`src/hdl/lsar_pkg.sv`:
```
// lsar_pkg: shared types, constants and the integration-time table
// for the light sensor auto-ranging reporter; no dependencies
package lsar_pkg;

	// item kinds as classified by the front end
	typedef enum logic [0:0] {
		OP_SAMPLE = 1'b0,
		OP_START  = 1'b1
	} lsar_op_t;

	// configuration register indexes
	localparam int CFG_IDX_W = 1;
	typedef enum logic [CFG_IDX_W-1:0] {
		REG_POLL_DELAY = 1'b0,
		REG_RESOLUTION = 1'b1
	} lsar_reg_t;

	// queued word between front and back
	typedef struct packed {
		lsar_op_t    op;
		logic [15:0] raw_count;
		logic [31:0] now_ms;
	} lsar_item_t;

	// queue head as seen by the back end
	typedef struct packed {
		logic       valid;
		lsar_item_t item;
	} lsar_head_t;

	localparam int QDEPTH = 2;
	localparam int QPTR_W = $clog2(QDEPTH);
	localparam int QCNT_W = $clog2(QDEPTH + 1);

	localparam logic [4:0]  TBL_LAST      = 5'd22;
	localparam logic [15:0] SAT_COUNT     = 16'hFFFF;
	localparam logic [20:0] LOW_LUX       = 21'd10;
	localparam logic [4:0]  HW_DELAY_MS   = 5'd10;
	localparam logic [15:0] POLL_MIN_MS   = 16'd43;
	localparam logic [15:0] POLL_RESET_MS = 16'd1600;
	localparam logic [7:0]  CMD1_BASE     = 8'h22;

	// divide by 10000 as (p >> 4) / 625, with floor(2^40 / 625) as reciprocal
	localparam int          DIV_PRE_SHIFT = 4;
	localparam int          RECIP_SHIFT   = 40;
	localparam logic [30:0] RECIP_625     = 31'd1759218604;
	localparam logic [9:0]  DIV_625       = 10'd625;

	typedef struct packed {
		logic [11:0] ms;
		logic [2:0]  fd_it;
		logic [1:0]  it_t;
		logic [17:0] mult;   // 6000000 / ms
	} lsar_it_t;

	// integration table, position 0 is the longest time
	function automatic lsar_it_t lsar_it_entry(input logic [4:0] pos);
		lsar_it_t e;
		case (pos)
			5'd0:    e = '{12'd3200, 3'd0, 2'd3, 18'd1875};
			5'd1:    e = '{12'd1600, 3'd0, 2'd2, 18'd3750};
			5'd2:    e = '{12'd1064, 3'd2, 2'd3, 18'd5639};
			5'd3:    e = '{12'd800,  3'd0, 2'd1, 18'd7500};
			5'd4:    e = '{12'd532,  3'd2, 2'd2, 18'd11278};
			5'd5:    e = '{12'd520,  3'd4, 2'd3, 18'd11538};
			5'd6:    e = '{12'd400,  3'd1, 2'd1, 18'd15000};
			5'd7:    e = '{12'd320,  3'd6, 2'd3, 18'd18750};
			5'd8:    e = '{12'd266,  3'd2, 2'd1, 18'd22556};
			5'd9:    e = '{12'd264,  3'd7, 2'd3, 18'd22727};
			5'd10:   e = '{12'd260,  3'd4, 2'd2, 18'd23076};
			5'd11:   e = '{12'd200,  3'd3, 2'd1, 18'd30000};
			5'd12:   e = '{12'd160,  3'd6, 2'd2, 18'd37500};
			5'd13:   e = '{12'd133,  3'd2, 2'd0, 18'd45112};
			5'd14:   e = '{12'd132,  3'd7, 2'd2, 18'd45454};
			5'd15:   e = '{12'd130,  3'd4, 2'd1, 18'd46153};
			5'd16:   e = '{12'd100,  3'd5, 2'd1, 18'd60000};
			5'd17:   e = '{12'd80,   3'd6, 2'd1, 18'd75000};
			5'd18:   e = '{12'd66,   3'd7, 2'd1, 18'd90909};
			5'd19:   e = '{12'd65,   3'd4, 2'd0, 18'd92307};
			5'd20:   e = '{12'd50,   3'd5, 2'd0, 18'd120000};
			5'd21:   e = '{12'd40,   3'd6, 2'd0, 18'd150000};
			default: e = '{12'd33,   3'd7, 2'd0, 18'd181818};
		endcase
		return e;
	endfunction

	// requeue delay for integration time ms when not resyncing
	function automatic logic [15:0] lsar_requeue(input logic [11:0] ms, input logic [15:0] poll);
		logic [16:0] sum;
		sum = {5'd0, ms} + {12'd0, HW_DELAY_MS};
		return (sum < {1'b0, poll}) ? poll : sum[15:0];
	endfunction

endpackage

```
`src/hdl/lsar_front.sv`:
```
// lsar_front: input handshake, item classification and the short queue
// toward the back end; depends on lsar_pkg
module lsar_front import lsar_pkg::*; (
	input  logic        clk,
	input  logic        arst_n,
	input  logic        in_valid,
	output logic        in_ready,
	input  logic        mode,
	input  logic [15:0] raw_count,
	input  logic [31:0] now_ms,
	output lsar_head_t  head,
	input  logic        pop
);

	lsar_item_t          mem_q [QDEPTH];
	logic [QPTR_W-1:0]   wr_ptr_q;
	logic [QPTR_W-1:0]   rd_ptr_q;
	logic [QCNT_W-1:0]   count_q;
	logic                push;
	logic                do_pop;
	lsar_item_t          item_in;

	assign in_ready = (count_q != QCNT_W'(QDEPTH));
	assign push     = in_valid && in_ready;
	assign do_pop   = pop && (count_q != '0);

	always_comb begin
		item_in.op        = mode ? OP_START : OP_SAMPLE;
		item_in.raw_count = raw_count;
		item_in.now_ms    = now_ms;
	end

	always_ff @(posedge clk) begin
		if (push) begin
			mem_q[wr_ptr_q] <= item_in;
		end
	end

	always_ff @(posedge clk or negedge arst_n) begin
		if (!arst_n) begin
			wr_ptr_q <= '0;
			rd_ptr_q <= '0;
			count_q  <= '0;
		end else begin
			if (push) begin
				wr_ptr_q <= (wr_ptr_q == QPTR_W'(QDEPTH - 1)) ? '0 : wr_ptr_q + 1'b1;
			end
			if (do_pop) begin
				rd_ptr_q <= (rd_ptr_q == QPTR_W'(QDEPTH - 1)) ? '0 : rd_ptr_q + 1'b1;
			end
			count_q <= count_q + QCNT_W'(push) - QCNT_W'(do_pop);
		end
	end

	assign head.valid = (count_q != '0);
	assign head.item  = mem_q[rd_ptr_q];

	a_count_range: assert property (@(posedge clk) disable iff (!arst_n)
		count_q <= QCNT_W'(QDEPTH))
		else $error("queue count out of range");

	a_full_no_push: assert property (@(posedge clk) disable iff (!arst_n)
		(count_q == QCNT_W'(QDEPTH)) && !pop |=> (count_q == QCNT_W'(QDEPTH)))
		else $error("queue lost a word while full");

endmodule

```
`src/hdl/lsar_back.sv`:
```
// lsar_back: lux arithmetic, range stepping, report decision, config
// registers and the result register; depends on lsar_pkg
module lsar_back import lsar_pkg::*; #(
	parameter int TIME_BITS = 32
) (
	input  logic                 clk,
	input  logic                 arst_n,
	input  lsar_head_t           head,
	output logic                 pop,
	input  logic                 cfg_wr_en,
	input  logic [CFG_IDX_W-1:0] cfg_index,
	input  logic [15:0]          cfg_data,
	output logic                 out_valid,
	input  logic                 out_ready,
	output logic                 lux_valid,
	output logic [20:0]          lux_value,
	output logic                 cmd_valid,
	output logic [7:0]           cmd_first,
	output logic [7:0]           cmd_second,
	output logic [15:0]          requeue_ms,
	output logic [4:0]           range_index
);

	typedef enum logic [1:0] {
		ST_IDLE,
		ST_RECIP,
		ST_FIX,
		ST_DONE
	} back_st_t;

	back_st_t       st_q;
	lsar_item_t     item_q;
	logic [33:0]    prod_q;
	logic [60:0]    recip_q;
	logic [20:0]    q0_q;
	logic [30:0]    t_q;

	// block state
	logic [15:0]          poll_q;
	logic [15:0]          res_q;
	logic [4:0]           pos_q;
	logic                 drop_q;
	logic                 resync_q;
	logic                 first_q;
	logic                 started_q;
	logic [20:0]          last_lux_q;
	logic [TIME_BITS-1:0] last_time_q;
	logic [15:0]          requeue_q;

	// result register
	logic        out_valid_q;
	logic        lux_valid_q;
	logic [20:0] lux_value_q;
	logic        cmd_valid_q;
	logic [7:0]  cmd_first_q;
	logic [7:0]  cmd_second_q;

	// next-state terms of the commit cycle
	logic                 commit;
	logic [29:0]          x_w;
	logic [30:0]          r_w;
	logic [20:0]          lux_w;
	logic [4:0]           start_pos;
	lsar_it_t             cur_e;
	lsar_it_t             step_e;
	logic                 step;
	logic [4:0]           step_pos;
	logic                 report;
	logic                 win_out;
	logic [20:0]          last_mid;
	logic [14:0]          half;
	logic [TIME_BITS-1:0] now_t;
	logic [TIME_BITS-1:0] elapsed;
	logic                 n_drop;
	logic                 n_resync;
	logic                 n_first;
	logic                 n_started;
	logic [4:0]           n_pos;
	logic [15:0]          n_requeue;
	logic [20:0]          n_last_lux;
	logic [TIME_BITS-1:0] n_last_time;
	logic [15:0]          poll_wr;
	logic                 skip;

	assign pop    = (st_q == ST_IDLE) && head.valid;
	assign commit = (st_q == ST_DONE) && (!out_valid_q || out_ready);
	assign cur_e  = lsar_it_entry(pos_q);
	assign skip   = !started_q || drop_q;

	// start picks the longest time not above the poll delay
	always_comb begin
		start_pos = TBL_LAST;
		for (int k = 22; k >= 0; k--) begin
			if (poll_q >= {4'd0, lsar_it_entry(5'(k)).ms}) begin
				start_pos = 5'(k);
			end
		end
	end

	always_comb begin
		x_w   = prod_q[33:DIV_PRE_SHIFT];
		r_w   = {1'b0, x_w} - t_q;
		lux_w = q0_q + 21'(r_w >= {21'd0, DIV_625});
		now_t = TIME_BITS'(item_q.now_ms);

		n_drop      = drop_q;
		n_resync    = resync_q;
		n_first     = first_q;
		n_started   = started_q;
		n_pos       = pos_q;
		n_requeue   = requeue_q;
		n_last_lux  = last_lux_q;
		n_last_time = last_time_q;
		step        = 1'b0;
		step_pos    = pos_q;
		report      = 1'b0;

		if (item_q.op == OP_START) begin
			step      = 1'b1;
			step_pos  = start_pos;
			n_started = 1'b1;
			n_first   = 1'b1;
		end else if (skip) begin
			n_drop = 1'b0;
		end else if ((item_q.raw_count == SAT_COUNT) && (pos_q < TBL_LAST)) begin
			step     = 1'b1;
			step_pos = pos_q + 5'd1;
		end else if ((lux_w <= LOW_LUX) && (pos_q != 5'd0)) begin
			step     = 1'b1;
			step_pos = pos_q - 5'd1;
		end else if (resync_q) begin
			n_resync  = 1'b0;
			n_requeue = lsar_requeue(cur_e.ms, poll_q);
		end

		step_e = lsar_it_entry(step_pos);
		if (step) begin
			n_drop     = 1'b1;
			n_pos      = step_pos;
			n_resync   = 1'b1;
			n_last_lux = '0;
			n_requeue  = 16'({5'd0, step_e.ms} + {12'd0, HW_DELAY_MS});
		end

		// window around the last report, after any step cleared it
		last_mid = step ? 21'd0 : last_lux_q;
		half     = res_q[15:1];
		win_out  = (res_q == '0) ||
			({1'b0, lux_w} > ({1'b0, last_mid} + {7'd0, half})) ||
			(({1'b0, lux_w} + {7'd0, half}) < {1'b0, last_mid});
		elapsed  = first_q ? '0 : (now_t - last_time_q);

		if ((item_q.op == OP_SAMPLE) && !skip &&
			(first_q || (win_out && (elapsed >= TIME_BITS'(poll_q))))) begin
			report      = 1'b1;
			n_last_lux  = lux_w;
			n_last_time = now_t;
			n_first     = 1'b0;
		end

		poll_wr = (cfg_data < POLL_MIN_MS) ? POLL_MIN_MS : cfg_data;
	end

	// sequencer and arithmetic registers
	always_ff @(posedge clk or negedge arst_n) begin
		if (!arst_n) begin
			st_q <= ST_IDLE;
		end else begin
			case (st_q)
				ST_IDLE: begin
					if (head.valid) begin
						st_q <= ((head.item.op == OP_START) || skip) ? ST_DONE : ST_RECIP;
					end
				end
				ST_RECIP: st_q <= ST_FIX;
				ST_FIX:   st_q <= ST_DONE;
				ST_DONE: begin
					if (commit) begin
						st_q <= ST_IDLE;
					end
				end
				default:  st_q <= ST_IDLE;
			endcase
		end
	end

	always_ff @(posedge clk) begin
		if (pop) begin
			item_q <= head.item;
			prod_q <= {18'd0, head.item.raw_count} * {16'd0, cur_e.mult};
		end
		if (st_q == ST_RECIP) begin
			recip_q <= {31'd0, x_w} * {30'd0, RECIP_625};
		end
		if (st_q == ST_FIX) begin
			q0_q <= recip_q[60:RECIP_SHIFT];
			t_q  <= {10'd0, recip_q[60:RECIP_SHIFT]} * {21'd0, DIV_625};
		end
	end

	// block state and configuration
	always_ff @(posedge clk or negedge arst_n) begin
		if (!arst_n) begin
			poll_q      <= POLL_RESET_MS;
			res_q       <= '0;
			pos_q       <= '0;
			drop_q      <= 1'b0;
			resync_q    <= 1'b0;
			first_q     <= 1'b0;
			started_q   <= 1'b0;
			last_lux_q  <= '0;
			last_time_q <= '0;
			requeue_q   <= '0;
		end else begin
			if (commit) begin
				pos_q       <= n_pos;
				drop_q      <= n_drop;
				resync_q    <= n_resync;
				first_q     <= n_first;
				started_q   <= n_started;
				last_lux_q  <= n_last_lux;
				last_time_q <= n_last_time;
				requeue_q   <= n_requeue;
			end
			if (cfg_wr_en) begin
				case (cfg_index)
					REG_POLL_DELAY: begin
						if (poll_wr != poll_q) begin
							poll_q    <= poll_wr;
							requeue_q <= lsar_requeue(cur_e.ms, poll_wr);
						end
					end
					REG_RESOLUTION: res_q <= cfg_data;
					default: ;
				endcase
			end
		end
	end

	// result register
	always_ff @(posedge clk or negedge arst_n) begin
		if (!arst_n) begin
			out_valid_q <= 1'b0;
		end else if (commit) begin
			out_valid_q <= 1'b1;
		end else if (out_ready) begin
			out_valid_q <= 1'b0;
		end
	end

	always_ff @(posedge clk) begin
		if (commit) begin
			lux_valid_q  <= report;
			lux_value_q  <= report ? lux_w : 21'd0;
			cmd_valid_q  <= step;
			cmd_first_q  <= step ? (CMD1_BASE | {4'd0, step_e.it_t, 2'd0}) : 8'd0;
			cmd_second_q <= step ? {step_e.fd_it, 5'd0} : 8'd0;
		end
	end

	assign out_valid   = out_valid_q;
	assign lux_valid   = lux_valid_q;
	assign lux_value   = lux_value_q;
	assign cmd_valid   = cmd_valid_q;
	assign cmd_first   = cmd_first_q;
	assign cmd_second  = cmd_second_q;
	assign requeue_ms  = requeue_q;
	assign range_index = pos_q;

	a_pos_range: assert property (@(posedge clk) disable iff (!arst_n)
		pos_q <= TBL_LAST)
		else $error("table position beyond last entry");

	a_poll_floor: assert property (@(posedge clk) disable iff (!arst_n)
		poll_q >= POLL_MIN_MS)
		else $error("poll delay below floor");

	a_cmd_arms_drop: assert property (@(posedge clk) disable iff (!arst_n)
		out_valid_q && cmd_valid_q |-> drop_q && resync_q)
		else $error("command word without drop and resync armed");

	a_report_clears_first: assert property (@(posedge clk) disable iff (!arst_n)
		out_valid_q && lux_valid_q |-> !first_q)
		else $error("report left first flag set");

	a_commit_shows: assert property (@(posedge clk) disable iff (!arst_n)
		commit |=> out_valid_q && (st_q == ST_IDLE))
		else $error("committed word not shown");

endmodule

```
`src/hdl/light_sensor_autorange_reporter_core.sv`:
```
// light_sensor_autorange_reporter_core: top level of the auto-ranging
// light reporter; depends on lsar_pkg, lsar_front, lsar_back
//
//   channel | signals                                         | dir
//   --------+-------------------------------------------------+-----
//   input   | in_valid/in_ready, mode, raw_count, now_ms      | in
//   result  | out_valid/out_ready, lux_valid, lux_value,      | out
//           | cmd_valid, cmd_first, cmd_second, requeue_ms,   |
//           | range_index                                     |
//   config  | cfg_wr_en, cfg_index, cfg_data (no read-back)   | in
//
// a sample word passes the back end in order: pop plus 16x18 multiply,
// reciprocal multiply for the divide by 10000, remainder fix-up, commit;
// start and dropped words go from pop straight to commit
// the two-entry queue accepts words while not full, also while the back
// end works or its result word waits; a stalled result holds the back end in commit
// reset clears all control and block state, poll delay resets to 1600 ms
module light_sensor_autorange_reporter_core import lsar_pkg::*; #(
	parameter int TIME_BITS = 32
) (
	input  logic                 clk,
	input  logic                 arst_n,
	// input words
	input  logic                 in_valid,
	output logic                 in_ready,
	input  logic                 mode,
	input  logic [15:0]          raw_count,
	input  logic [31:0]          now_ms,
	// result words
	output logic                 out_valid,
	input  logic                 out_ready,
	output logic                 lux_valid,
	output logic [20:0]          lux_value,
	output logic                 cmd_valid,
	output logic [7:0]           cmd_first,
	output logic [7:0]           cmd_second,
	output logic [15:0]          requeue_ms,
	output logic [4:0]           range_index,
	// register writes
	input  logic                 cfg_wr_en,
	input  logic [CFG_IDX_W-1:0] cfg_index,
	input  logic [15:0]          cfg_data
);

	// queue head handed to the back end, and its pop strobe
	lsar_head_t head;
	logic       pop;

	// front: accept, tag start vs sample, queue
	lsar_front u_front (
		.clk       (clk),
		.arst_n    (arst_n),
		.in_valid  (in_valid),
		.in_ready  (in_ready),
		.mode      (mode),
		.raw_count (raw_count),
		.now_ms    (now_ms),
		.head      (head),
		.pop       (pop)
	);

	// back: lux math, ranging, reporting, registers, result word
	lsar_back #(
		.TIME_BITS (TIME_BITS)
	) u_back (
		.clk         (clk),
		.arst_n      (arst_n),
		.head        (head),
		.pop         (pop),
		.cfg_wr_en   (cfg_wr_en),
		.cfg_index   (cfg_index),
		.cfg_data    (cfg_data),
		.out_valid   (out_valid),
		.out_ready   (out_ready),
		.lux_valid   (lux_valid),
		.lux_value   (lux_value),
		.cmd_valid   (cmd_valid),
		.cmd_first   (cmd_first),
		.cmd_second  (cmd_second),
		.requeue_ms  (requeue_ms),
		.range_index (range_index)
	);

endmodule
```
`config.mk`:
```
export PLATFORM = sky130hd
export DESIGN_NAME = light_sensor_autorange_reporter_core
export DESIGN_NICKNAME = d
export VERILOG_FILES = /design/src/hdl/lsar_pkg.sv /design/src/hdl/lsar_front.sv /design/src/hdl/lsar_back.sv /design/src/hdl/light_sensor_autorange_reporter_core.sv
export SDC_FILE = /design/constraint.sdc
export NUM_CORES = 2
export LEC_CHECK = 0
export ABC_CLOCK_PERIOD_IN_PS = 14700
export BUFFER_PORTS_ARGS = -buffer_cell sky130_fd_sc_hd__buf_2
export CAP_MARGIN = 20
export CORE_MARGIN = 10
export CORE_UTILIZATION = 65
export DETAILED_ROUTE_END_ITERATION = 10
export PLACE_DENSITY_LB_ADDON = 0.05
export RECOVER_POWER = 50
export SLEW_MARGIN = 10
export SYNTH_ARGS = -nofsm -noshare
export SYNTH_HDL_FRONTEND = slang
export SYNTH_HIERARCHICAL = 1
export SYNTH_SLANG_ARGS = --single-unit
```
`constraint.sdc`:
```
create_clock -name clk -period 14.7 [get_ports clk]
set_clock_uncertainty 0.15 [all_clocks]
set_input_delay 2.94 -clock clk [delete_from_list [all_inputs] [get_ports clk]]
set_output_delay 2.94 -clock clk [all_outputs]
set_load 0.03 [all_outputs]
```
==> run_results.csv <==
group,metric,value,unit
worst_setup_path,crit_slowest_cell,"a2111oi_0",
sta,slew_headroom,-183,%
worst_setup_path,crit_type,"reg -> reg",
worst_setup_path,worstPathArrival,13.71,ns
die,rows,104,
worst_setup_path,reg2regPathDepth,47,
detailed_routing,drtIter0Drc,2954,
detailed_routing,wire_per_inst,19.9,um
die,die_x,305,um
placed_design,dp_hpwl,105,mm
run,drv_cap,5,
cells_and_area,final_cell_mix,"inv_1, ha_1, fa_1",
clock_network,clk_latency,0.61,ns
synth,synth-main-ff-cell,"edfxtp_1",
synth,ys_warn_count,6,
run_status,failed_checks,"capacitance limit, slew limit",
cells_and_area,fin_nets,6987,
run_status,run_status,"finished, violations left",
worst_setup_path,r2r-start,"u_back/prod_q[5]",
worst_setup_path,reg2reg_slack,1.34,ns
synth,yosysUniqueCellTypes,106,
global_routing,grt_usage,28.3,%
die,coreArea,80700,um2
sta,setup_viol,0,
detailed_routing,viasPerCell,5.83,
synth,synth_area_leader_cell,"fa_1",
sta,rsz0062_at_grt,"no",
global_routing,grt_pass1_vias,38800,
worst_setup_path,crit_required,15.04,ns
detailed_routing,post-route-drc-count,0,
clock_network,cts.hold.buffers_added,0,
hold_path,min_path_type,"reg -> reg",
sta,drv_slew,222,
synth,synthTopCellsByArea,"fa_1, ha_1, edfxtp_1",
cells_and_area,n_antenna_cell,0,
global_routing,grt_max_degree,74,
die,num_io_pins,133,
hold_path,whs_endpoint,"u_back/started_q",
global_routing,grt_pass1_wl,211,mm
clock_network,cts_resized,0,
synth,synth_area_per_cell,9.75,um2
detailed_routing,routed_wl,132,mm
sta,min_period,13.36,ns
synth,synth_edf_count,274,
hold_path,hold_depth,1,
clock_network,htree_num_levels,2,
synth,synth-async-reset-ratio,29.9,%
worst_setup_path,worstSetupStartpointType,"register",
clock_network,clk_path_buf_depth,3,
cells_and_area,final_common_cell,"inv_1",
detailed_routing,firstDrtPassIters,6,
die,die_h,305,um
cells_and_area,areaGrowthSynthToFinish,5.98,%
clock_network,clkSlewWorstSetupHoldPaths,0.07,ns
detailed_routing,vias,38600,
global_routing,grt-ovfl-total,0,
sta,fmax,74.8,MHz
synth,ys_seq_elements,391,
placed_design,io_buffers,123,
synth,netlist_area,52900,um2
die,start_util,65.6,%
worst_setup_path,r2r-end,"u_back/last_time_q[0]",
clock_network,cts_buffers,46,
sta,final-hold-violation-count,0,
die,die-area,93300,um2
global_routing,antenna_found_initial,0,
worst_setup_path,crit_top_cell,"ha_1",
sta,period_share,90.9,%
worst_setup_path,end_kind,"register",
clock_network,cts_sinks,391,
worst_setup_path,slowest_delay,0.67,ns
hold_path,hold_start,"u_back/started_q",
sta,whs,0.349,ns
worst_setup_path,cp_max_fo,33,
sta,tightest_slew,4.24,ns
sta,fin_setup_tns,0,ns
placed_design,gp_congestion,0.951,
cells_and_area,drive_above_1_share,6.34,%
clock_network,cts_tree,"yes",
synth,synth_cells,5432,
synth,ys_seq_area_share,21.1,%
detailed_routing,postRouteAntennaNets,0,
clock_network,clk_root_buffer_cell,"clkbuf_16",
clock_network,cts_setup_buffers,0,
synth,netlist.area_leader.share,25.1,%
how the worst max path moves through the flow:
| stage | end | startpoint | cells past startpoint | slack [ns] |
|---|---|---|---|---|
| after global routing | u_back/last_time_q[0] | u_back/prod_q[5] | 49 | 0.25 |
| after floorplan | u_back/lux_value[18] | u_back/prod_q[5] | 52 | 3.87 |
| after detailed placement | u_back/last_time_q[0] | u_back/prod_q[5] | 47 | 1.43 |
| after CTS | u_back/last_time_q[0] | u_back/prod_q[5] | 47 | 1.45 |
| final | u_back/last_time_q[0] | u_back/prod_q[5] | 47 | 1.34 |
| after global placement | u_back/last_time_q[0] | u_back/prod_q[5] | 47 | 1.57 |
registers in the layout, indices dropped and copies added, names as in the netlist, 3 cells and up:
register / count
u_back/recip_q: 21
u_back/last_time_q: 32
u_front/mem_q: 98
u_back/prod_q: 30
u_back/cmd_second: 3
u_back/now_t: 32
u_back/poll_q: 16
u_back/item_q: 17
u_back/requeue_ms: 16
u_back/cmd_first: 3
u_back/q0_q: 21
u_back/t_q: 27
u_back/res_q: 16
u_back/last_lux_q: 21
u_back/range_index: 5
u_back/lux_value: 21
metrics by stage:
| step | cell area, um2 | worst slack, ns | utilization [%] | cells |
|---|---|---|---|---|
| floorplan | 53000 | 3.87 | - | 5442 |
| global placement | 54700 | 1.57 | 67.8 | 6525 |
| detailed placement | 54700 | 1.43 | 67.8 | 6525 |
| CTS | 56200 | 1.45 | 69.6 | 6610 |
| global route | 56100 | 0.247 | 69.6 | 6610 |
| finish | 56100 | 1.34 | 69.6 | 6610 |
final cells by class:
| type | count | area (um2) |
|---|---|---|
| sequential | 391 | 11200 |
| clock buffer | 53 | 1180 |
| clock inverter | 32 | 302 |
| fill | 6367 | 24600 |
| inverter | 1199 | 4500 |
| timing repair buffer | 179 | 990 |
| tap | 1060 | 1330 |
| multi-input combinational | 3696 | 36700 |
worst max-delay path, delay by kind of cell (launching register included):
| kind | cells | cell delay, ns |
|---|---|---|
| AOI/OAI and AO/OA | 15 | 4.07 |
| xor gates and xnor gates | 2 | 0.44 |
| adders and majority gates | 5 | 1.65 |
| buffers and inverters | 4 | 1.02 |
| DFF | 1 | 0.61 |
| muxes | 1 | 0.36 |
| and+or+nand+nor | 20 | 4.92 |
kinds of logic (layout without fill, tap and decap cells):
| group | count (synthesis) | in the layout | share of synthesized area [%] |
|---|---|---|---|
| xor+xnor | 198 | 198 | 3.28 |
| compound gates | 798 | 798 | 9.84 |
| buf+inv | 1355 | 1463 | 9.84 |
| mux | 114 | 114 | 2.60 |
| flops | 391 | 391 | 21.1 |
| other cells | 1 | 11 | 0.00708 |
| simple gates | 1168 | 1168 | 10.7 |
| fa+ha+maj | 1407 | 1407 | 42.7 |
cell usage after synthesis, drive strengths merged, types with 7 or more instances:
cell	count
a21oi	197
or3	19
a21boi	15
a311oi	9
and4	9
o211ai	31
and2	121
nand3	82
xor2	61
nand4	36
o41ai	7
xnor2	137
mux2i	16
a22oi	11
o21bai	13
o21a	41
a2111oi	9
and3	23
fa	665
o2111ai	8
nand2	401
o31ai	16
o21ai	193
o311ai	7
dfrtp	114
nor2b	43
nor4	29
or2	13
o22ai	15
ha	738
nor3	79
clkbuf	108
a21o	60
mux2	98
buf	48
a211oi	42
o221ai	17
nand2b	35
a211o	8
inv	1197
nor2	252
a31oi	31
edfxtp	274
layer usage:
layer | vias up | part of all wire [%] | global-route usage, %
met2 | 1336 | 46 | 45.4
met1 | 19100 | 43 | 39.6
met4 | 0 | 2.6 | 7.10
li1 | 17900 | - | -
met5 | - | 0 | 0
met3 | 213 | 7.7 | 4.96
Power is left out: the tool's default activity adds up to more than one toggle a clock period on the data nets, which glitch-free logic cannot reach.
